<file path="config.mk">
export PLATFORM = sky130hd
export DESIGN_NAME = integer_to_english_word_tokens_core
export DESIGN_NICKNAME = d
export VERILOG_FILES = /design/src/hdl/itew_pkg.sv /design/src/hdl/integer_to_english_word_tokens_core.sv
export SDC_FILE = /design/constraint.sdc
export NUM_CORES = 2
export LEC_CHECK = 0
export ABC_AREA = 1
export ABC_CLOCK_PERIOD_IN_PS = 19300
export BUFFER_PORTS_ARGS = -buffer_cell sky130_fd_sc_hd__clkbuf_2
export CORE_MARGIN = 3
export CORE_UTILIZATION = 65
export CTS_CLUSTER_SIZE = 28
export DETAILED_ROUTE_END_ITERATION = 12
export PLACE_DENSITY = 0.89
export SKIP_LAST_GASP = 1
export SYNTH_ARGS = -nofsm -noshare
export SYNTH_HDL_FRONTEND = slang
export SYNTH_SLANG_ARGS = --single-unit
</file>
<file path="constraint.sdc">
create_clock -name clk -period 19.3 [get_ports clk]
set_clock_uncertainty 0.2 [all_clocks]
set_input_delay 1.93 -clock clk [delete_from_list [all_inputs] [get_ports clk]]
set_output_delay 1.93 -clock clk [all_outputs]
set_load 0.02 [all_outputs]
</file>
<file path="src/hdl/itew_pkg.sv">
// shared constants, types and helpers for the integer to english word token core
`default_nettype none

package itew_pkg;

  localparam int unsigned VALUE_W         = 31;
  localparam int unsigned WORD_W          = 5;
  localparam int unsigned GROUPS          = 4;
  localparam int unsigned SLOTS_PER_GROUP = 5;
  localparam int unsigned SLOTS           = GROUPS * SLOTS_PER_GROUP;
  localparam int unsigned STAGES          = 6;

  localparam int unsigned GRP_W = 10;
  localparam int unsigned HUN_W = 4;
  localparam int unsigned DEC_W = 7;
  localparam int unsigned DIG_W = 4;
  localparam int unsigned Q1_W  = 22;
  localparam int unsigned Q2_W  = 12;
  localparam int unsigned Q3_W  = 2;

  typedef logic [WORD_W-1:0] word_t;

  localparam word_t TOK_ZERO      = 5'd0;
  localparam word_t TOK_TENS_BASE = 5'd18;
  localparam word_t TOK_HUNDRED   = 5'd28;
  localparam word_t TOK_THOUSAND  = 5'd29;
  localparam word_t TOK_MILLION   = 5'd30;
  localparam word_t TOK_BILLION   = 5'd31;

  localparam logic [1:0] GRP_UNITS    = 2'd0;
  localparam logic [1:0] GRP_THOUSAND = 2'd1;
  localparam logic [1:0] GRP_MILLION  = 2'd2;
  localparam logic [1:0] GRP_BILLION  = 2'd3;

  localparam int unsigned GROUP_BASE = 1000;
  localparam int unsigned TEN        = 10;
  localparam int unsigned TEEN_LIMIT = 20;

  // floor division by reciprocal multiply
  localparam int unsigned RECIP_1000_W  = 29;
  localparam logic [RECIP_1000_W-1:0] RECIP_1000 = 29'd274877907;
  localparam int unsigned RECIP_1000_SH = 38;
  localparam int unsigned RECIP_100_W   = 6;
  localparam logic [RECIP_100_W-1:0] RECIP_100 = 6'd41;
  localparam int unsigned RECIP_100_SH  = 12;
  localparam int unsigned RECIP_10_W    = 8;
  localparam logic [RECIP_10_W-1:0] RECIP_10 = 8'd205;
  localparam int unsigned RECIP_10_SH   = 11;

  typedef struct packed {
    logic [GRP_W-1:0] g;
    logic [HUN_W-1:0] h;
    logic [DEC_W-1:0] d;
  } grp_t;

  function automatic word_t scale_word(input logic [1:0] grp);
    word_t w;
    unique case (grp)
      GRP_BILLION:  w = TOK_BILLION;
      GRP_MILLION:  w = TOK_MILLION;
      GRP_THOUSAND: w = TOK_THOUSAND;
      default:      w = TOK_ZERO;
    endcase
    return w;
  endfunction

endpackage

`default_nettype wire

</file>
<file path="src/hdl/integer_to_english_word_tokens_core.sv">
// integer to english word tokens: request pipeline, group split and token emitter
// A request is taken at a clock edge with start high and busy low. Its value goes through
// six register stages that split it into billion, million, thousand and units groups and
// then into hundreds, tens and ones digits; the resulting token set is loaded into the
// emitter, whose registers then put the first token of the number on out_word.
// The emitter drives one token per cycle with out_valid high for exactly that cycle, the
// final token of a number also has out_last_word high, and the tokens of one number come
// in consecutive cycles. The receiver cannot stall, so the 1 to 16 tokens of a number go out
// back to back, and a number waiting in the last stage follows in the very next
// cycle. Requests keep entering the stage pipeline while the emitter works; busy rises
// only once all six stages are full behind a long number, so the sustained request rate
// is set by the single-token output port.
`default_nettype none

module integer_to_english_word_tokens_core (
  input  logic                              clk,
  input  logic                              rst_n,
  input  logic                              start,
  input  logic [itew_pkg::VALUE_W-1:0]      in_value,
  output logic                              busy,
  output logic                              out_valid,
  output logic [itew_pkg::WORD_W-1:0]       out_word,
  output logic                              out_last_word
);

  localparam int unsigned ST  = itew_pkg::STAGES;
  localparam int unsigned NS  = itew_pkg::SLOTS;
  localparam int unsigned NG  = itew_pkg::GROUPS;
  localparam int unsigned SPG = itew_pkg::SLOTS_PER_GROUP;
  localparam int unsigned SH3 = itew_pkg::RECIP_1000_SH;

  // pipeline control
  logic [ST-1:0] vld_r, vld_nxt, mv, free;
  logic          accept;
  logic          load_ok;

  // stage payload
  logic [itew_pkg::VALUE_W-1:0] v0_r, v1_r;
  logic [itew_pkg::Q1_W-1:0]    q1_1_r, q1_2_r;
  logic [itew_pkg::Q2_W-1:0]    q2_2_r, q2_3_r;
  logic [itew_pkg::Q3_W-1:0]    q3_3_r;
  logic [itew_pkg::GRP_W-1:0]   g0_2_r, g0_3_r, g1_3_r;
  logic [itew_pkg::GRP_W-1:0]   g4_r [NG];
  itew_pkg::grp_t               g5_r [NG];

  // datapath
  logic [itew_pkg::VALUE_W+itew_pkg::RECIP_1000_W-1:0] prod1;
  logic [itew_pkg::Q1_W+itew_pkg::RECIP_1000_W-1:0]    prod2;
  logic [itew_pkg::Q2_W+itew_pkg::RECIP_1000_W-1:0]    prod3;
  logic [itew_pkg::VALUE_W:0]                           rem0;
  logic [itew_pkg::Q1_W-1:0]                            rem1;
  logic [itew_pkg::Q2_W-1:0]                            rem2;
  itew_pkg::grp_t                                       g5_nxt [NG];

  // emitter
  logic [NS-1:0]        mask_r, new_mask, low, rest;
  itew_pkg::word_t      wrd_r [NS];
  itew_pkg::word_t      new_wrd [NS];
  logic                 last_tok;

  // handshake and stage advance
  always_comb begin
    load_ok      = (mask_r == '0) || last_tok;
    mv[ST-1]     = vld_r[ST-1] && load_ok;
    free[ST-1]   = !vld_r[ST-1] || mv[ST-1];
    for (int k = ST - 2; k >= 0; k--) begin
      mv[k]   = vld_r[k] && free[k+1];
      free[k] = !vld_r[k] || mv[k];
    end
    busy       = !free[0];
    accept     = start && free[0];
    vld_nxt[0] = accept || (vld_r[0] && !mv[0]);
    for (int k = 1; k < ST; k++) begin
      vld_nxt[k] = mv[k-1] || (vld_r[k] && !mv[k]);
    end
  end

  // group split by reciprocal multiply
  always_comb begin
    prod1 = (itew_pkg::VALUE_W+itew_pkg::RECIP_1000_W)'(v0_r)
          * (itew_pkg::VALUE_W+itew_pkg::RECIP_1000_W)'(itew_pkg::RECIP_1000);
    prod2 = (itew_pkg::Q1_W+itew_pkg::RECIP_1000_W)'(q1_1_r)
          * (itew_pkg::Q1_W+itew_pkg::RECIP_1000_W)'(itew_pkg::RECIP_1000);
    prod3 = (itew_pkg::Q2_W+itew_pkg::RECIP_1000_W)'(q2_2_r)
          * (itew_pkg::Q2_W+itew_pkg::RECIP_1000_W)'(itew_pkg::RECIP_1000);
    rem0  = (itew_pkg::VALUE_W+1)'(v1_r)
          - (itew_pkg::VALUE_W+1)'(q1_1_r) * (itew_pkg::VALUE_W+1)'(itew_pkg::GROUP_BASE);
    rem1  = q1_2_r - itew_pkg::Q1_W'(q2_2_r) * itew_pkg::Q1_W'(itew_pkg::GROUP_BASE);
    rem2  = q2_3_r - itew_pkg::Q2_W'(q3_3_r) * itew_pkg::Q2_W'(itew_pkg::GROUP_BASE);
  end

  // hundreds digit and value over ten for each group
  always_comb begin
    logic [itew_pkg::GRP_W+itew_pkg::RECIP_100_W-1:0] hp;
    logic [itew_pkg::GRP_W+itew_pkg::RECIP_10_W-1:0]  dp;
    hp = '0;
    dp = '0;
    for (int i = 0; i < NG; i++) begin
      hp = (itew_pkg::GRP_W+itew_pkg::RECIP_100_W)'(g4_r[i])
         * (itew_pkg::GRP_W+itew_pkg::RECIP_100_W)'(itew_pkg::RECIP_100);
      dp = (itew_pkg::GRP_W+itew_pkg::RECIP_10_W)'(g4_r[i])
         * (itew_pkg::GRP_W+itew_pkg::RECIP_10_W)'(itew_pkg::RECIP_10);
      g5_nxt[i].g = g4_r[i];
      g5_nxt[i].h = hp[itew_pkg::RECIP_100_SH +: itew_pkg::HUN_W];
      g5_nxt[i].d = dp[itew_pkg::RECIP_10_SH +: itew_pkg::DEC_W];
    end
  end

  // token slots: digit, hundred, teen or tens, ones, scale for each group
  always_comb begin
    logic [itew_pkg::DEC_W-1:0] tt;
    logic [itew_pkg::GRP_W-1:0] oo;
    logic [itew_pkg::DIG_W-1:0] t;
    logic [itew_pkg::DIG_W-1:0] o;
    logic [itew_pkg::DEC_W-1:0] r;
    logic                       all_zero;
    int unsigned                s;
    all_zero = 1'b1;
    tt = '0;
    oo = '0;
    t  = '0;
    o  = '0;
    r  = '0;
    s  = 0;
    for (int i = 0; i < NG; i++) begin
      if (g5_r[i].g != '0) begin
        all_zero = 1'b0;
      end
    end
    for (int i = 0; i < NG; i++) begin
      tt = g5_r[i].d - itew_pkg::DEC_W'(g5_r[i].h) * itew_pkg::DEC_W'(itew_pkg::TEN);
      oo = g5_r[i].g - itew_pkg::GRP_W'(g5_r[i].d) * itew_pkg::GRP_W'(itew_pkg::TEN);
      t  = tt[itew_pkg::DIG_W-1:0];
      o  = oo[itew_pkg::DIG_W-1:0];
      r  = itew_pkg::DEC_W'(t) * itew_pkg::DEC_W'(itew_pkg::TEN) + itew_pkg::DEC_W'(o);
      s  = (NG - 1 - i) * SPG;
      new_wrd[s]    = itew_pkg::WORD_W'(g5_r[i].h);
      new_mask[s]   = g5_r[i].h != '0;
      new_wrd[s+1]  = itew_pkg::TOK_HUNDRED;
      new_mask[s+1] = g5_r[i].h != '0;
      if (r < itew_pkg::DEC_W'(itew_pkg::TEEN_LIMIT)) begin
        new_wrd[s+2] = itew_pkg::WORD_W'(r);
      end else begin
        new_wrd[s+2] = itew_pkg::TOK_TENS_BASE + itew_pkg::WORD_W'(t);
      end
      // zero alone spells as the units teen slot
      new_mask[s+2] = (r != '0) || ((i == 0) && all_zero);
      new_wrd[s+3]  = itew_pkg::WORD_W'(o);
      new_mask[s+3] = (r >= itew_pkg::DEC_W'(itew_pkg::TEEN_LIMIT)) && (o != '0);
      new_wrd[s+4]  = itew_pkg::scale_word(2'(i));
      new_mask[s+4] = (g5_r[i].g != '0) && (i != 0);
    end
  end

  // emitter pick
  always_comb begin
    low           = mask_r & (~mask_r + NS'(1));
    rest          = mask_r & ~low;
    last_tok      = (mask_r != '0) && (rest == '0);
    out_valid     = mask_r != '0;
    out_last_word = last_tok;
    out_word      = '0;
    for (int i = 0; i < NS; i++) begin
      out_word = out_word | ({itew_pkg::WORD_W{low[i]}} & wrd_r[i]);
    end
  end

  always_ff @(posedge clk) begin
    if (!rst_n) begin
      vld_r  <= '0;
      mask_r <= '0;
    end else begin
      vld_r <= vld_nxt;
      if (mv[ST-1]) begin
        mask_r <= new_mask;
      end else begin
        mask_r <= rest;
      end
    end
  end

  always_ff @(posedge clk) begin
    if (accept) begin
      v0_r <= in_value;
    end
    if (mv[0]) begin
      v1_r   <= v0_r;
      q1_1_r <= prod1[SH3 +: itew_pkg::Q1_W];
    end
    if (mv[1]) begin
      g0_2_r <= rem0[itew_pkg::GRP_W-1:0];
      q1_2_r <= q1_1_r;
      q2_2_r <= prod2[SH3 +: itew_pkg::Q2_W];
    end
    if (mv[2]) begin
      g0_3_r <= g0_2_r;
      g1_3_r <= rem1[itew_pkg::GRP_W-1:0];
      q2_3_r <= q2_2_r;
      q3_3_r <= prod3[SH3 +: itew_pkg::Q3_W];
    end
    if (mv[3]) begin
      g4_r[0] <= g0_3_r;
      g4_r[1] <= g1_3_r;
      g4_r[2] <= rem2[itew_pkg::GRP_W-1:0];
      g4_r[3] <= itew_pkg::GRP_W'(q3_3_r);
    end
    if (mv[4]) begin
      for (int i = 0; i < NG; i++) begin
        g5_r[i] <= g5_nxt[i];
      end
    end
    if (mv[ST-1]) begin
      for (int i = 0; i < NS; i++) begin
        wrd_r[i] <= new_wrd[i];
      end
    end
  end

  a_run_no_gap: assert property (@(posedge clk) disable iff (!rst_n)
    out_valid && !out_last_word |=> out_valid)
    else $error("token run broken before its last token");

  a_request_enters: assert property (@(posedge clk) disable iff (!rst_n)
    start && !busy |=> vld_r[0])
    else $error("taken request missing from first stage");

  a_busy_full: assert property (@(posedge clk) disable iff (!rst_n)
    busy |-> (vld_r == '1) && !load_ok)
    else $error("busy without a full stalled pipeline");

  a_load_on_last: assert property (@(posedge clk) disable iff (!rst_n)
    out_valid && !out_last_word |-> !mv[ST-1])
    else $error("emitter reloaded in the middle of a run");

endmodule

`default_nettype wire
</file>
* Yosys cells after proc, flatten, opt, wreduce, memory -nomap -nowiden
Memory sizes are Yosys's and may differ from the RTL's.
Index checks and enable logic that the tools add are counted.
** Operators by class
- Magnitude comparators :: 8
- Muxes and demuxes :: 15
- $mul :: 26
- Reductions and logical operators :: 65
- Add/sub/neg operators :: 20
- Bitwise gates (word level) :: 44
** Operators by type and width (count)
- AND 5 bit :: 20
- bitwise OR 5 bit :: 19
- multiplier 10 x 8 -> 18 bit, second input constant :: 4
- multiplier 10 x 6 -> 16 bit, second input constant :: 4
- multiplier 31 x 29 -> 60 bit, second input constant :: 1
- multiplier 22 x 29 -> 50 bit, second input constant :: 1
- AND 20 bit :: 2
- logical NOT 20 bit :: 2
- multiplier 12 x 29 -> 40 bit, second input constant :: 1
- NOT 20 bit :: 2
- nonzero test 10 bit :: 4
- nonzero test 4 bit :: 8
- subtractor 4 bit :: 8
- subtractor 10 bit :: 3
- adder 7 x 4 -> 7 bit :: 4
- >= comparator 7 x 5 -> 1 bit, second input constant :: 4
- < comparator 7 x 5 -> 1 bit, second input constant :: 4
- multiplier 7 x 3 -> 3 bit, second input constant :: 4
- nonzero test 7 bit :: 4
- multiplier 4 x 3 -> 6 bit, second input constant :: 4
- multiplier 22 x 7 -> 7 bit, second input constant :: 1
- adder 20 x 1 -> 20 bit, second input constant :: 1
- adder 5 x 4 -> 5 bit, first input constant :: 4
- 2-to-1 mux 5 bit :: 4
- 11 further kinds :: 65
** Word-level totals
- Memories kept :: 3
- Output and inout bits :: 8
- Bits of input ports :: 34
- RAM bits :: 224
- Logic and storage cells :: 194
- Register bits after elaboration :: 153
** Memories
- wrd_r :: words 20, bits a word 5, read ports 20, clocked after Yosys merged registers in 0, write ports 20, line integer_to_english_word_tokens_core.sv:57 : itew_pkg::word_t wrd_r [NS];
- g5_r :: words 4, bits a word 21, read ports 4, clocked after Yosys merged registers in 0, write ports 4, line integer_to_english_word_tokens_core.sv:44 : itew_pkg::grp_t g5_r [NG];
- g4_r :: words 4, bits a word 10, read ports 4, clocked after Yosys merged registers in 0, write ports 4, line integer_to_english_word_tokens_core.sv:43 : logic [itew_pkg::GRP_W-1:0] g4_r [NG];

* Depth between registers and ports, before layout
- Depth after elaboration :: 23
- Depth in mapped cells :: 29
- Depth with buffers taken out :: 29

* Worst setup path after synthesis
No wires, ideal clock.
- Kind :: flip-flop to flip-flop
- Start :: register v0_r[9] in the netlist's numbering
- End :: register q1_1_r[17] in the netlist's numbering (data pin)
- Required time :: 18.848 ns
- Library setup time :: 0.252 ns
- Period minus slack after synthesis :: 6.346 ns
- Buffers on the path :: 0
- Setup slack :: 12.954 ns
- Arrival time :: 5.894 ns
- Stages on the path, launching flop included :: 27
- Path through :: edfxtp_1 > ha_1 > fa_1 > fa_1 > inv_1 > fa_1 > inv_1 > fa_1 > fa_1 > fa_1 > inv_1 > fa_1 > inv_1 > ha_1 > a21o_1 > a21boi_0 > o21ai_0 > nand2_1 > nand2_1 > nand2_1 > nand3_1 > nand2_1 > nand2_1 > nand2_1 > nand2_1 > nand2_1 > nand2_1
** On the way
- Word-level cells in the longest chain between the ends :: 1
** RTL lines
- start: declaration :: line integer_to_english_word_tokens_core.sv:38 : logic [itew_pkg::VALUE_W-1:0] v0_r, v1_r;
- start signal: assignment :: line integer_to_english_word_tokens_core.sv:184 : v0_r <= in_value;
- multiplier 31 x 29 -> 60 bit :: line integer_to_english_word_tokens_core.sv:81 : * (itew_pkg::VALUE_W+itew_pkg::RECIP_1000_W)'(itew_pkg::RECIP_1000);
- net prod1, one bit :: line integer_to_english_word_tokens_core.sv:47 : logic [itew_pkg::VALUE_W+itew_pkg::RECIP_1000_W-1:0] prod1;
- end signal: assignment :: line integer_to_english_word_tokens_core.sv:188 : q1_1_r <= prod1[SH3 +: itew_pkg::Q1_W];
- end: declaration :: line integer_to_english_word_tokens_core.sv:39 : logic [itew_pkg::Q1_W-1:0] q1_1_r, q1_2_r;
The timed path passes the listed nets, and every way through them passes these cells.
A chain may end at the register's enable or synchronous reset.

* Final worst setup path
- Start :: register v0_r[17] in the netlist's numbering
- End :: register q1_1_r[10] in the netlist's numbering (data pin)
The elaborated chain is that of the path after synthesis.

==> results.yml <==
run_status:
  status: "complete, no violations"
yosys:
  synth.most_common_cell: "inv_1"
  synthFlopType: "edfxtp_1"
  synth_area_leader_cell: "fa_1"
  synthCells: 4660
  synth_common_cells: "inv_1 (1384), ha_1 (997), fa_1 (636)"
  synth_edf_count: 256
  ys_types: 51
  syn_area_per_cell_um2: 9.79
  seq_area_frac_synth_pct: 17.9
  synth_area_um2: 45600
  synth_nets: 6327
  synth_top_area_share_pct: 27.9
  yosysWarnings: 0
  ys_ff_latch: 280
  async_flop_share_pct: 0
  synth_area_leaders: "fa_1 (28%), ha_1 (27%), edfxtp_1 (17%), inv_1 (11%), nand2_1 (3.3%)"
setup_path:
  cp-start-kind: "flip-flop"
  crit_end: "q1_1_r[10]$_DFFE_PP_"
  slowest_delay_ns: 0.63
  cp.required_ns: 19.40
  cpLargestDelayFamily: "adder cells"
  slowest_stage: "edfxtp_1"
  crit_path_max_fanout: 10
  rr_worst_depth: 21
  cp-end-kind: "flip-flop"
  cp_common_cell: "fa_1"
  r2r_slack_ns: 12.17
  crit_buf_inv: 4
  startpoint: "v0_r[17]$_DFFE_PP_"
  cp_num_cells: 21
  crit_type: "reg2reg"
  path_cells: "ha_1, fa_1, fa_1, inv_1, fa_1, inv_1, fa_1, fa_1, fa_1, inv_1, fa_1, inv_1, ha_1, nand2_1, nand2_1, a31oi_1, o21ai_0, a21oi_1, nand3_1, a21oi_1, xnor2_1"
  reg2reg_to: "q1_1_r[10]$_DFFE_PP_"
  timing.rr.start: "v0_r[17]$_DFFE_PP_"
  crit_arrival_ns: 7.23
global_route:
  grt.total_usage_pct: 32.4
  grt_max_degree: 45
  grt_pass1_vias: 36500
  globalRoute.totalOverflow: 0
  antenna_found_initial: 1
  grt_pass1_wl_um: 187000
drt:
  vias: 32700
  antenna_left: 0
  via_per_inst: 5.74
  drtPass1Iterations: 9
  wire_per_inst_um: 20.2
  drt_wl_total_um: 115000
  drt_iter0_markers: 2442
  drcViolationCount: 0
clock_tree:
  cts_sinks: 280
  cts_resized: 0
  cts-root-buf: "clkbuf_16"
  cts_inserted_buffers: 34
  ctsLongestPathBuffers: 3
  cts.reportedPaths.clkPinSlew_ns: 0.06
  postCtsHoldBufs: 0
  post-cts-setup-buffers: 0
  h-tree-depth: 2
  insertion_delay_ns: 0.57
  cts_tree: "yes"
sta:
  rsz0062_at_grt: "false"
  setup-violations-final: 0
  fin_crit_sh_pct: 37.0
  finalHoldViolations: 0
  tightest_slew_ns: 1.18
  final-max-slew-violation-count: 0
  tns_ns: 0
  maxSlewHeadroom_pct: 21.4
  clock.fmax_ghz: 0.140
  finalCriticalPeriod_ns: 7.13
  finalWorstSetupSlack_ns: 12.17
floorplan:
  ios: 42
  row_count: 96
  die_w_um: 271
  die-height_um: 271
  initial_core_util_pct: 66.1
  dieArea_um2: 73400
  coreArea_um2: 69100
finish:
  drive_gt1_share_pct: 2.85
  syn_to_final_growth_pct: 5.64
  nets: 6408
  final_cells: 5697
  diodes: 0
placement:
  io_buffers: 41
  dp_hpwl_um: 94700
  place.gp.congestion: 0.995
  dp_slack_ns: 12.29
  dp_cells: 5636
hold_path:
  hold_path.class: "reg2reg"
job:
  max-cap-violations: 0
==> worst min path at each step <==
stage                              from                   end  slack, ns  cells after the start
floorplan             v1_r[0]$_DFFE_PP_   g0_2_r[0]$_DFFE_PP_       0.20                      0
global placement    q1_2_r[1]$_DFFE_PP_   g1_3_r[1]$_DFFE_PP_       0.20                      0
detailed placement  g0_2_r[7]$_DFFE_PP_   g0_3_r[7]$_DFFE_PP_       0.20                      0
CTS                 g1_3_r[2]$_DFFE_PP_  g4_r[1][2]$_DFFE_PP_       0.20                      0
global route        g0_2_r[9]$_DFFE_PP_   g0_3_r[9]$_DFFE_PP_       0.21                      0
finish              g1_3_r[2]$_DFFE_PP_  g4_r[1][2]$_DFFE_PP_       0.20                      0
==> sequential cells by signal, summed over array words and instances, names as in the netlist, 10 cells and up <==
| signal | flops |
|---|---|
| g1_3_r | 10 |
| v1_r | 10 |
| wrd_r | 41 |
| q2_2_r | 12 |
| mask_r | 18 |
| g0_3_r | 10 |
| g0_2_r | 10 |
| q1_1_r | 22 |
| g5_r | 56 |
| g4_r | 32 |
| q2_3_r | 10 |
| v0_r | 31 |
| q1_2_r | 10 |
==> worst reg2reg max path: stages, from the launching register on <==
cell      delay (ns)
edfxtp_1        0.63
ha_1            0.45
fa_1            0.46
fa_1            0.54
inv_1           0.05
fa_1            0.51
inv_1           0.06
fa_1            0.53
fa_1            0.46
fa_1            0.56
inv_1           0.06
fa_1            0.56
inv_1           0.06
ha_1            0.34
nand2_1         0.09
nand2_1         0.07
a31oi_1         0.32
o21ai_0         0.19
a21oi_1         0.20
nand3_1         0.19
a21oi_1         0.24
xnor2_1         0.09
==> per-layer routing <==
metal  global-route usage [%]  wire length [µm]
met1                     37.8             43100
met4                     19.7              8140
met3                     5.53              7730
met5                        0                13
met2                     55.9             56100
==> cells by family (layout without fill, tap and decap cells) <==
kind of cell	after synthesis	in the layout	synth area share (%)
AOI/OAI and AO/OA	439	439	5.50
xor gates and xnor gates	141	141	2.71
adders and majority gates	1633	1633	55.2
buffers and inverters	1389	1495	11.4
DFF	280	280	17.9
and+or+nand+nor	778	778	7.24
==> stage by stage <==
step,hold slack (ns),area [µm²],util [%]
after CTS,0.196,48200,69.8
after floorplan,0.200,45600,-
final,0.198,48200,69.8
after detailed placement,0.205,47100,68.2
after global placement,0.201,47100,68.2
after global routing,0.213,48200,69.8
==> placed cells by master (no fill, tap or decap), types with 6 or more instances in the layout <==
master,count
o21a_1,10
xor2_1,84
buf_4,6
xnor2_1,57
nand3_1,75
edfxtp_1,256
or2_2,9
nor2_2,8
clkbuf_2,41
inv_1,1384
and3_1,10
nor4_1,15
a21oi_1,194
clkbuf_16,35
fa_1,636
nand2_1,398
nand4_1,26
dfxtp_1,24
o21bai_1,11
ha_1,997
a21o_1,24
o21ai_0,110
nor3_1,19
a221oi_1,7
nor2_1,202
a31oi_1,35
o211ai_1,9
==> cell type report <==
type                       count  area, µm²
timing repair buffer          47        250
tap                          931       1160
sequential                   280       8170
multi-input combinational   2991      32300
fill                        4651      20800
clock buffer                  42        922
clock inverter                19        226
inverter                    1387       5210
Power is not shown: default switching activity piles up to over one toggle a cycle in this logic, so the estimate is an artifact.
